**src/rtl/insertion_sorter_top_macros.svh**
```systemverilog
// assertion macros for the insertion sorter
`ifndef INSERTION_SORTER_TOP_MACROS_SVH
`define INSERTION_SORTER_TOP_MACROS_SVH
`ifndef SYNTHESIS
// property must hold at every clock edge outside reset
`define ISORT_ASSERT(label, clk, rst_n, prop, msg) \
  label: assert property (@(posedge clk) disable iff (!rst_n) (prop)) else $error(msg);
// condition must never be seen at a clock edge outside reset
`define ISORT_ASSERT_NEVER(label, clk, rst_n, cond, msg) \
  `ISORT_ASSERT(label, clk, rst_n, !(cond), msg)
`else
`define ISORT_ASSERT(label, clk, rst_n, prop, msg)
`define ISORT_ASSERT_NEVER(label, clk, rst_n, cond, msg)
`endif
`endif

```
**src/rtl/isort_pkg.sv**
```systemverilog
// shared types and constants of the insertion sorter
`timescale 1ns / 1ps
package isort_pkg;

  localparam int unsigned VALUE_W = 32;

  // input item
  typedef struct packed {
    logic signed [VALUE_W-1:0] value;
    logic                      final_item;
  } in_item_t;

  // result item
  typedef struct packed {
    logic signed [VALUE_W-1:0] sorted_value;
    logic                      end_of_run;
    logic                      overflowed;
  } out_item_t;

  // command classes handed from the front end to the chain
  typedef enum logic [0:0] {
    OP_INSERT      = 1'b0,
    OP_INSERT_LAST = 1'b1
  } isort_op_e;

  typedef struct packed {
    isort_op_e                 op;
    logic signed [VALUE_W-1:0] value;
  } isort_cmd_t;

  // chain control states
  typedef enum logic [1:0] {
    ST_LOAD  = 2'b01,
    ST_DRAIN = 2'b10
  } isort_state_e;

endpackage

```
**src/rtl/isort_front.sv**
```systemverilog
// front end: takes items, classifies them and queues commands for the chain
`timescale 1ns / 1ps
module isort_front (
  input  logic                clk_i,
  input  logic                rst_ni,
  input  logic                push,
  output logic                full,
  input  isort_pkg::in_item_t in_item_i,
  output isort_pkg::isort_cmd_t cmd_o,
  output logic                cmd_valid_o,
  input  logic                cmd_ready_i
);
  import isort_pkg::*;

  localparam int unsigned DEPTH = 2;
  localparam int unsigned PTR_W = $clog2(DEPTH);
  localparam int unsigned CNT_W = $clog2(DEPTH + 1);

  isort_cmd_t         fifo_q [DEPTH];
  logic [PTR_W-1:0]   wr_ptr_q, wr_ptr_d;
  logic [PTR_W-1:0]   rd_ptr_q, rd_ptr_d;
  logic [CNT_W-1:0]   cnt_q, cnt_d;
  logic               wr_en, rd_en;
  isort_cmd_t         cmd_new;

  // classify the arriving item
  always_comb begin
    cmd_new.value = in_item_i.value;
    cmd_new.op    = in_item_i.final_item ? OP_INSERT_LAST : OP_INSERT;
  end

  // handshakes on both sides of the queue
  assign full        = (cnt_q == CNT_W'(DEPTH));
  assign cmd_valid_o = (cnt_q != '0);
  assign wr_en       = push && !full;
  assign rd_en       = cmd_valid_o && cmd_ready_i;
  assign cmd_o       = fifo_q[rd_ptr_q];

  // pointer and fill bookkeeping
  always_comb begin
    wr_ptr_d = wr_en ? wr_ptr_q + PTR_W'(1) : wr_ptr_q;
    rd_ptr_d = rd_en ? rd_ptr_q + PTR_W'(1) : rd_ptr_q;
    cnt_d    = cnt_q;
    if (wr_en && !rd_en) begin
      cnt_d = cnt_q + CNT_W'(1);
    end else if (rd_en && !wr_en) begin
      cnt_d = cnt_q - CNT_W'(1);
    end
  end

  always_ff @(posedge clk_i or negedge rst_ni) begin
    if (!rst_ni) begin
      wr_ptr_q <= '0;
      rd_ptr_q <= '0;
      cnt_q    <= '0;
    end else begin
      wr_ptr_q <= wr_ptr_d;
      rd_ptr_q <= rd_ptr_d;
      cnt_q    <= cnt_d;
    end
  end

  // queue storage
  always_ff @(posedge clk_i) begin
    if (wr_en) begin
      fifo_q[wr_ptr_q] <= cmd_new;
    end
  end

endmodule

```
**src/rtl/isort_chain.sv**
```systemverilog
// back end: systolic insertion chain with drain and result register
`timescale 1ns / 1ps
module isort_chain #(
  parameter int unsigned CAPACITY = 32
) (
  input  logic                   clk_i,
  input  logic                   rst_ni,
  input  isort_pkg::isort_cmd_t  cmd_i,
  input  logic                   cmd_valid_i,
  output logic                   cmd_ready_o,
  output isort_pkg::out_item_t   out_item_o,
  output logic                   out_valid_o,
  input  logic                   out_take_i
);
  import isort_pkg::*;

  localparam int unsigned CNT_W = $clog2(CAPACITY + 1);

  logic signed [VALUE_W-1:0] cell_q [CAPACITY];
  logic [CAPACITY-1:0]       gt;
  logic [CNT_W-1:0]          count_q, count_d;
  logic                      drop_q, drop_d;
  isort_state_e              state_q, state_d;
  logic                      out_valid_q, out_valid_d;
  out_item_t                 out_q;
  logic                      cmd_take, store_full, ins_en, move;
  logic                      drain_st, head_ok;

  // control strobes
  assign drain_st    = (state_q == ST_DRAIN);
  assign cmd_ready_o = (state_q == ST_LOAD);
  assign cmd_take    = cmd_valid_i && cmd_ready_o;
  assign store_full  = (count_q == CNT_W'(CAPACITY));
  assign ins_en      = cmd_take && !store_full;
  assign move        = drain_st && (!out_valid_q || out_take_i);

  // one cell per place: insert shifts larger values up, drain shifts all down
  for (genvar g = 0; g < CAPACITY; g++) begin : g_cell
    localparam logic [CNT_W-1:0] IDX = CNT_W'(g);
    logic                      prev_gt;
    logic signed [VALUE_W-1:0] prev_val;
    logic signed [VALUE_W-1:0] next_val;
    logic                      ins_we;
    logic signed [VALUE_W-1:0] ins_val;

    assign gt[g] = (IDX < count_q) && (cell_q[g] > cmd_i.value);

    if (g == 0) begin : g_first
      assign prev_gt  = 1'b0;
      assign prev_val = cmd_i.value;
    end else begin : g_rest
      assign prev_gt  = gt[g-1];
      assign prev_val = cell_q[g-1];
    end

    if (g == CAPACITY - 1) begin : g_top
      assign next_val = cell_q[g];
    end else begin : g_mid
      assign next_val = cell_q[g+1];
    end

    // a cell whose lower neighbour moves up takes that neighbour's value
    assign ins_we  = gt[g] || (IDX == count_q);
    assign ins_val = prev_gt ? prev_val : cmd_i.value;

    always_ff @(posedge clk_i) begin
      if (ins_en && ins_we) begin
        cell_q[g] <= ins_val;
      end else if (move) begin
        cell_q[g] <= next_val;
      end
    end
  end

  // fill count, drop flag and state
  always_comb begin
    count_d = count_q;
    drop_d  = drop_q;
    state_d = state_q;
    case (state_q)
      ST_LOAD: begin
        if (cmd_take) begin
          if (store_full) begin
            drop_d = 1'b1;
          end else begin
            count_d = count_q + CNT_W'(1);
          end
          if (cmd_i.op == OP_INSERT_LAST) begin
            state_d = ST_DRAIN;
          end
        end
      end
      ST_DRAIN: begin
        if (move) begin
          count_d = count_q - CNT_W'(1);
          if (count_q == CNT_W'(1)) begin
            drop_d  = 1'b0;
            state_d = ST_LOAD;
          end
        end
      end
      default: begin
        state_d = ST_LOAD;
      end
    endcase
  end

  // result register
  assign out_valid_d = move ? 1'b1 : (out_take_i ? 1'b0 : out_valid_q);

  always_ff @(posedge clk_i or negedge rst_ni) begin
    if (!rst_ni) begin
      count_q     <= '0;
      drop_q      <= 1'b0;
      state_q     <= ST_LOAD;
      out_valid_q <= 1'b0;
    end else begin
      count_q     <= count_d;
      drop_q      <= drop_d;
      state_q     <= state_d;
      out_valid_q <= out_valid_d;
    end
  end

  always_ff @(posedge clk_i) begin
    if (move) begin
      out_q.sorted_value <= cell_q[0];
      out_q.end_of_run   <= (count_q == CNT_W'(1));
      out_q.overflowed   <= drop_q;
    end
  end

  assign out_item_o  = out_q;
  assign out_valid_o = out_valid_q;

  // checks
  assign head_ok = (count_q < CNT_W'(2)) || (cell_q[0] <= cell_q[1]);

  `include "insertion_sorter_top_macros.svh"

  `ISORT_ASSERT_NEVER(a_count_range, clk_i, rst_ni, count_q > CNT_W'(CAPACITY), "count too high")
  `ISORT_ASSERT_NEVER(a_drain_nonempty, clk_i, rst_ni, drain_st && (count_q == '0), "empty drain")
  `ISORT_ASSERT(a_head_sorted, clk_i, rst_ni, head_ok, "chain head out of order")
  `ISORT_ASSERT(a_drain_fill, clk_i, rst_ni, drain_st && !out_valid_q |=> out_valid_q, "drain stall")

endmodule

```
**src/rtl/insertion_sorter_top.sv**
```systemverilog
// top level of the insertion sorter: front queue and insertion chain
//
//   channel   handshake            payload       direction
//   input     push / full          in_item_i     in
//   result    empty / pop          out_item_o    out
//
// an item is registered in the front queue before it enters the chain; the chain
// inserts one item per cycle while not draining, so loading runs at one item per cycle
// an item marked final starts a drain of n results (1 to CAPACITY), one per
// cycle while pop keeps up; no item is inserted during the drain
// the two-entry front queue keeps taking items during a drain until it fills
// reset clears the queue, fill count, drop flag and result valid flag at once;
// no clearing pass
`timescale 1ns / 1ps
module insertion_sorter_top #(
  parameter int unsigned CAPACITY = 32
) (
  input  logic                 clk_i,
  input  logic                 rst_ni,
  input  logic                 push,
  output logic                 full,
  input  isort_pkg::in_item_t  in_item_i,
  output logic                 empty,
  input  logic                 pop,
  output isort_pkg::out_item_t out_item_o
);
  import isort_pkg::*;

  isort_cmd_t cmd;
  logic       cmd_valid, cmd_ready;
  logic       out_valid, out_take;

  // result side handshake
  assign empty    = !out_valid;
  assign out_take = pop && out_valid;

  // front end
  isort_front u_front (
    .clk_i       (clk_i),
    .rst_ni      (rst_ni),
    .push        (push),
    .full        (full),
    .in_item_i   (in_item_i),
    .cmd_o       (cmd),
    .cmd_valid_o (cmd_valid),
    .cmd_ready_i (cmd_ready)
  );

  // insertion chain
  isort_chain #(
    .CAPACITY (CAPACITY)
  ) u_chain (
    .clk_i       (clk_i),
    .rst_ni      (rst_ni),
    .cmd_i       (cmd),
    .cmd_valid_i (cmd_valid),
    .cmd_ready_o (cmd_ready),
    .out_item_o  (out_item_o),
    .out_valid_o (out_valid),
    .out_take_i  (out_take)
  );

endmodule

```
**config.mk**
```make
export PLATFORM = sky130hd
export DESIGN_NAME = insertion_sorter_top
export DESIGN_NICKNAME = d
export VERILOG_FILES = /design/src/rtl/isort_pkg.sv /design/src/rtl/isort_front.sv /design/src/rtl/isort_chain.sv /design/src/rtl/insertion_sorter_top.sv
export VERILOG_INCLUDE_DIRS = /design/src /design/src/rtl
export SDC_FILE = /design/constraint.sdc
export NUM_CORES = 2
export LEC_CHECK = 0
export ABC_AREA = 1
export ABC_CLOCK_PERIOD_IN_PS = 7100
export BUFFER_PORTS_ARGS = -buffer_cell sky130_fd_sc_hd__buf_2
export CORE_ASPECT_RATIO = 0.8
export CORE_MARGIN = 10
export CORE_UTILIZATION = 50
export CTS_CLUSTER_DIAMETER = 30
export DETAILED_ROUTE_END_ITERATION = 12
export GPL_TIMING_DRIVEN = 0
export PLACE_DENSITY = 0.68
export SLEW_MARGIN = 15
export SYNTH_ARGS = -nofsm -noshare
export SYNTH_HDL_FRONTEND = slang
export SYNTH_SLANG_ARGS = --single-unit
```
**constraint.sdc**
```tcl
create_clock -name clk_i -period 7.1 [get_ports clk_i]
set_input_delay 0.355 -clock clk_i [delete_from_list [all_inputs] [get_ports clk_i]]
set_output_delay 0.355 -clock clk_i [all_outputs]
set_load 0.05 [all_outputs]
```
==> metrics <==
CP max stage delay=just under 0.9 ns; post-layout util=0.585; fmax=155 MHz; die height=about 390 um; maxcap violations=0; Final Hold Viols=0; most frequent cells in the layout=nand2_1 (3,850), nand3_1 (1,442), inv_1 (1,167), edfxtp_1 (1,124), ha_1 (1,029); Critical Path RT=roughly 7.6 ns; fin crit period=~6.4 ns; post-route ant nets=0; post-synthesis async set-or-reset flop share=0.0123; vias in the first global route=just over 80,000; largest net degree at the start of global routing=42; Synth top area share=0.386; Tcrit/Tclk final=0.907; met3 Use GR=0.110; CTS Root Cell=clkbuf_16; outcome=complete, but fails checks; sequential fraction of the synthesis area=0.390; crit-path max FO=41; Yosys cell types=slightly above 50; Slew Limit Fails=0; synthesized cell area=~87,000 sq um; grt total ovfl=0; Core ar.=roughly 170,000 sq um; antenna violations before repair=15; met1 Use GR=0.457; area delta synth->final=16.6%; clk_skew=between 0.07 and 0.08 ns; row count=137; routability cong.=~0.99; total track usage=0.333; first-pass GRT wire length=around 490,000 um; Final #Nets=about 13,000; placed instance area=91,800 sq um; clk slew on worst S/H paths=roughly 0.060 ns; DR vias=a little under 90,000; CTS buffer count=299; worst-margin pin slew=~1.4 ns; Die W=a little under 500 um; Syn Area/Cell=a little under 8 sq um; area occupied by multi-input gates=between 40,000 and 50,000 sq um; post-DR wirelength/cell=approximately 23 um; commonest non-fill, non-tap cell in the layout=nand2_1; share of cells above drive strength 1=0.0812; worst-path cell chain=buf_2 -> clkbuf_1 -> o21ai_2 -> clkbuf_4 -> ha_1 -> nand2_1 -> nor2_1 -> nand4_1 -> nor4_2 -> nand2_1 -> nand2_1 -> nand2_1 -> nand2_2 -> nand2_2 -> buf_2 -> nand2_1 -> nand2_1 -> nand2_2; RSZ-0062 raised after global routing=no; Setup CP Type=reg -> reg; port bufs=slightly above 70; vias per cell=between 6 and 7; Slew HR=0.0605; clk sink count=1,138; total I/O pin count=73; Worst path most repeated cell=nand2_1; worst hold path class=in -> reg; Worst Path Arrival=between 6 and 7 ns; Post-CTS Setup Inserts=0; Setup crit start kind=flop; H-tree levels=5; Layout Cell Area excl Fill=roughly 100,000 sq um; WL final=335,000 um; CTS max path bufs=4; worst skew pair latency=0.94 ns; Area contributors post-synth=edfxtp_1 (39%), nand2_1 (17%), ha_1 (15%), nand3_1 (8.3%), inv_1 (5.0%); synth warn=0; CP max-delay cell=clkbuf_4; busiest grt layer=met2; register bit count reported by yosys=1,138; Reg area=about 34,000 sq um; GR Util met2=0.477; HPWL Detailed=around 250,000 um; post-synth top area cell=edfxtp_1; Main synth FF type=edfxtp_1; Gate Count Post-Synth=approximately 11,000; fill cell count=~16,000; Final setup viols=0; Initial Util=0.502; failing checks=design-rule violations; syn nets=12,394; DRT Pass-1 Iters=12; die footprint=between 150,000 and 200,000 sq um; number of synthesized flops with an enable pin=1,124; crit path capture type=flop; CTS tree=done; post-cts resize count=0; # DRC=2; number of DRC markers in iteration 0=between 10,000 and 15,000
-- timing repair --
action | CTS | global route
hold buffers | 37 | 0
hold endpoints to repair | 81 | 0
endpoints found under the setup margin | 0 | 0
-- registers in the layout, summed over array words and instances, names as in the netlist --
signal               cells
u_chain.cell_q        1024
u_chain.count_q          6
u_chain.drop_q           1
u_chain.out_item_o      34
u_chain.out_valid_o      1
u_chain.state_q          2
u_front.cnt_q            2
u_front.fifo_q          66
u_front.rd_ptr_q         1
u_front.wr_ptr_q         1
-- cell type report --
cell class / count / area share
multi-input cells: 8339 / 0.453
flip-flops and latches: 1138 / 0.335
clock buffers: 352 / 0.0768
inverters: 1187 / 0.0438
plain buffers: 664 / 0.0289
well taps: 2293 / 0.0282
clock inverters: 166 / 0.0183
repair buffers: 152 / 0.0156
diodes: 11 / 0.000270
-- cell usage after synthesis, types with 10 or more instances --
cell      instances
a21oi_1         515
and3_1           13
buf_2           172
buf_4            19
clkbuf_1        462
dfrtp_1          13
edfxtp_1       1124
ha_1           1029
inv_1          1168
inv_2            17
nand2_1        3881
nand2_2          10
nand3_1        1442
nand3_2          21
nand3b_1         36
nand4_1         628
nor2_1          262
nor3_1           39
nor4_2           21
o211ai_1         28
o21a_1           60
o21ai_0         198
o21ai_1          40
o21bai_1         22
or2_2            32
-- through the flow --
| stage | cells | setup slack [ns] | TNS [ns] | hold slack (ns) |
|---|---|---|---|---|
| finish | 14302 | 0.659 | 0 | 0.135 |
| global route | 14293 | 0.486 | 0 | 0.147 |
| CTS | 14291 | 1.02 | 0 | 0.0948 |
| detailed placement | 13736 | 1.05 | 0 | 0.305 |
| global placement | 13693 | -2.36 | -1516.44 | 0.306 |
| floorplan | 11328 | 1.86 | 0 | 0.0594 |
-- worst max-delay path, delay by kind of cell (launching register included) --
kind	cells	cell delay [ns]
compound gates	1	0.85
simple gates	12	2.85
fa+ha+maj	1	0.22
flops	1	0.36
buf+inv	4	1.63
-- per-layer routing --
| layer | share of wire | vias up |
|---|---|---|
| li1 | - | 39565 |
| met1 | 0.41 | 41394 |
| met2 | 0.41 | 5405 |
| met3 | 0.13 | 1055 |
| met4 | 0.049 | 12 |
| met5 | 0.00027 | - |
-- logic make-up (layout without fill, tap and decap cells) --
family / after synthesis / after routing / share of synthesized area
AOI/OAI and AO/OA: 896 / 896 / 0.0562
xor gates and xnor gates: 9 / 9 / 0.000902
adders and majority gates: 1029 / 1029 / 0.147
buffers and inverters: 1851 / 2521 / 0.0831
DFF: 1138 / 1138 / 0.390
other: 0 / 11 / 0
and+or+nand+nor: 6405 / 6405 / 0.322
-- worst paths after layout --
check                                         endpoint  depth (start not counted)  slack [ns]                  from
worst max-delay path            u_chain.cell_q[0][388]                         18        0.66      u_front.rd_ptr_q
worst min-delay path                  u_front.wr_ptr_q                          5        0.14                  push
worst max register to register  u_chain.cell_q[0][388]                         18        0.66      u_front.rd_ptr_q
worst min register to register   u_chain.out_item_o[2]                          0        0.47  u_chain.cell_q[0][0]
max in group asynchronous           u_chain.count_q[3]                          4        5.17                rst_ni
min in group asynchronous           u_chain.state_q[0]                          3        0.56                rst_ni
Power is not shown: default switching activity piles up to over one toggle a cycle in this logic, so the estimate is an artifact.
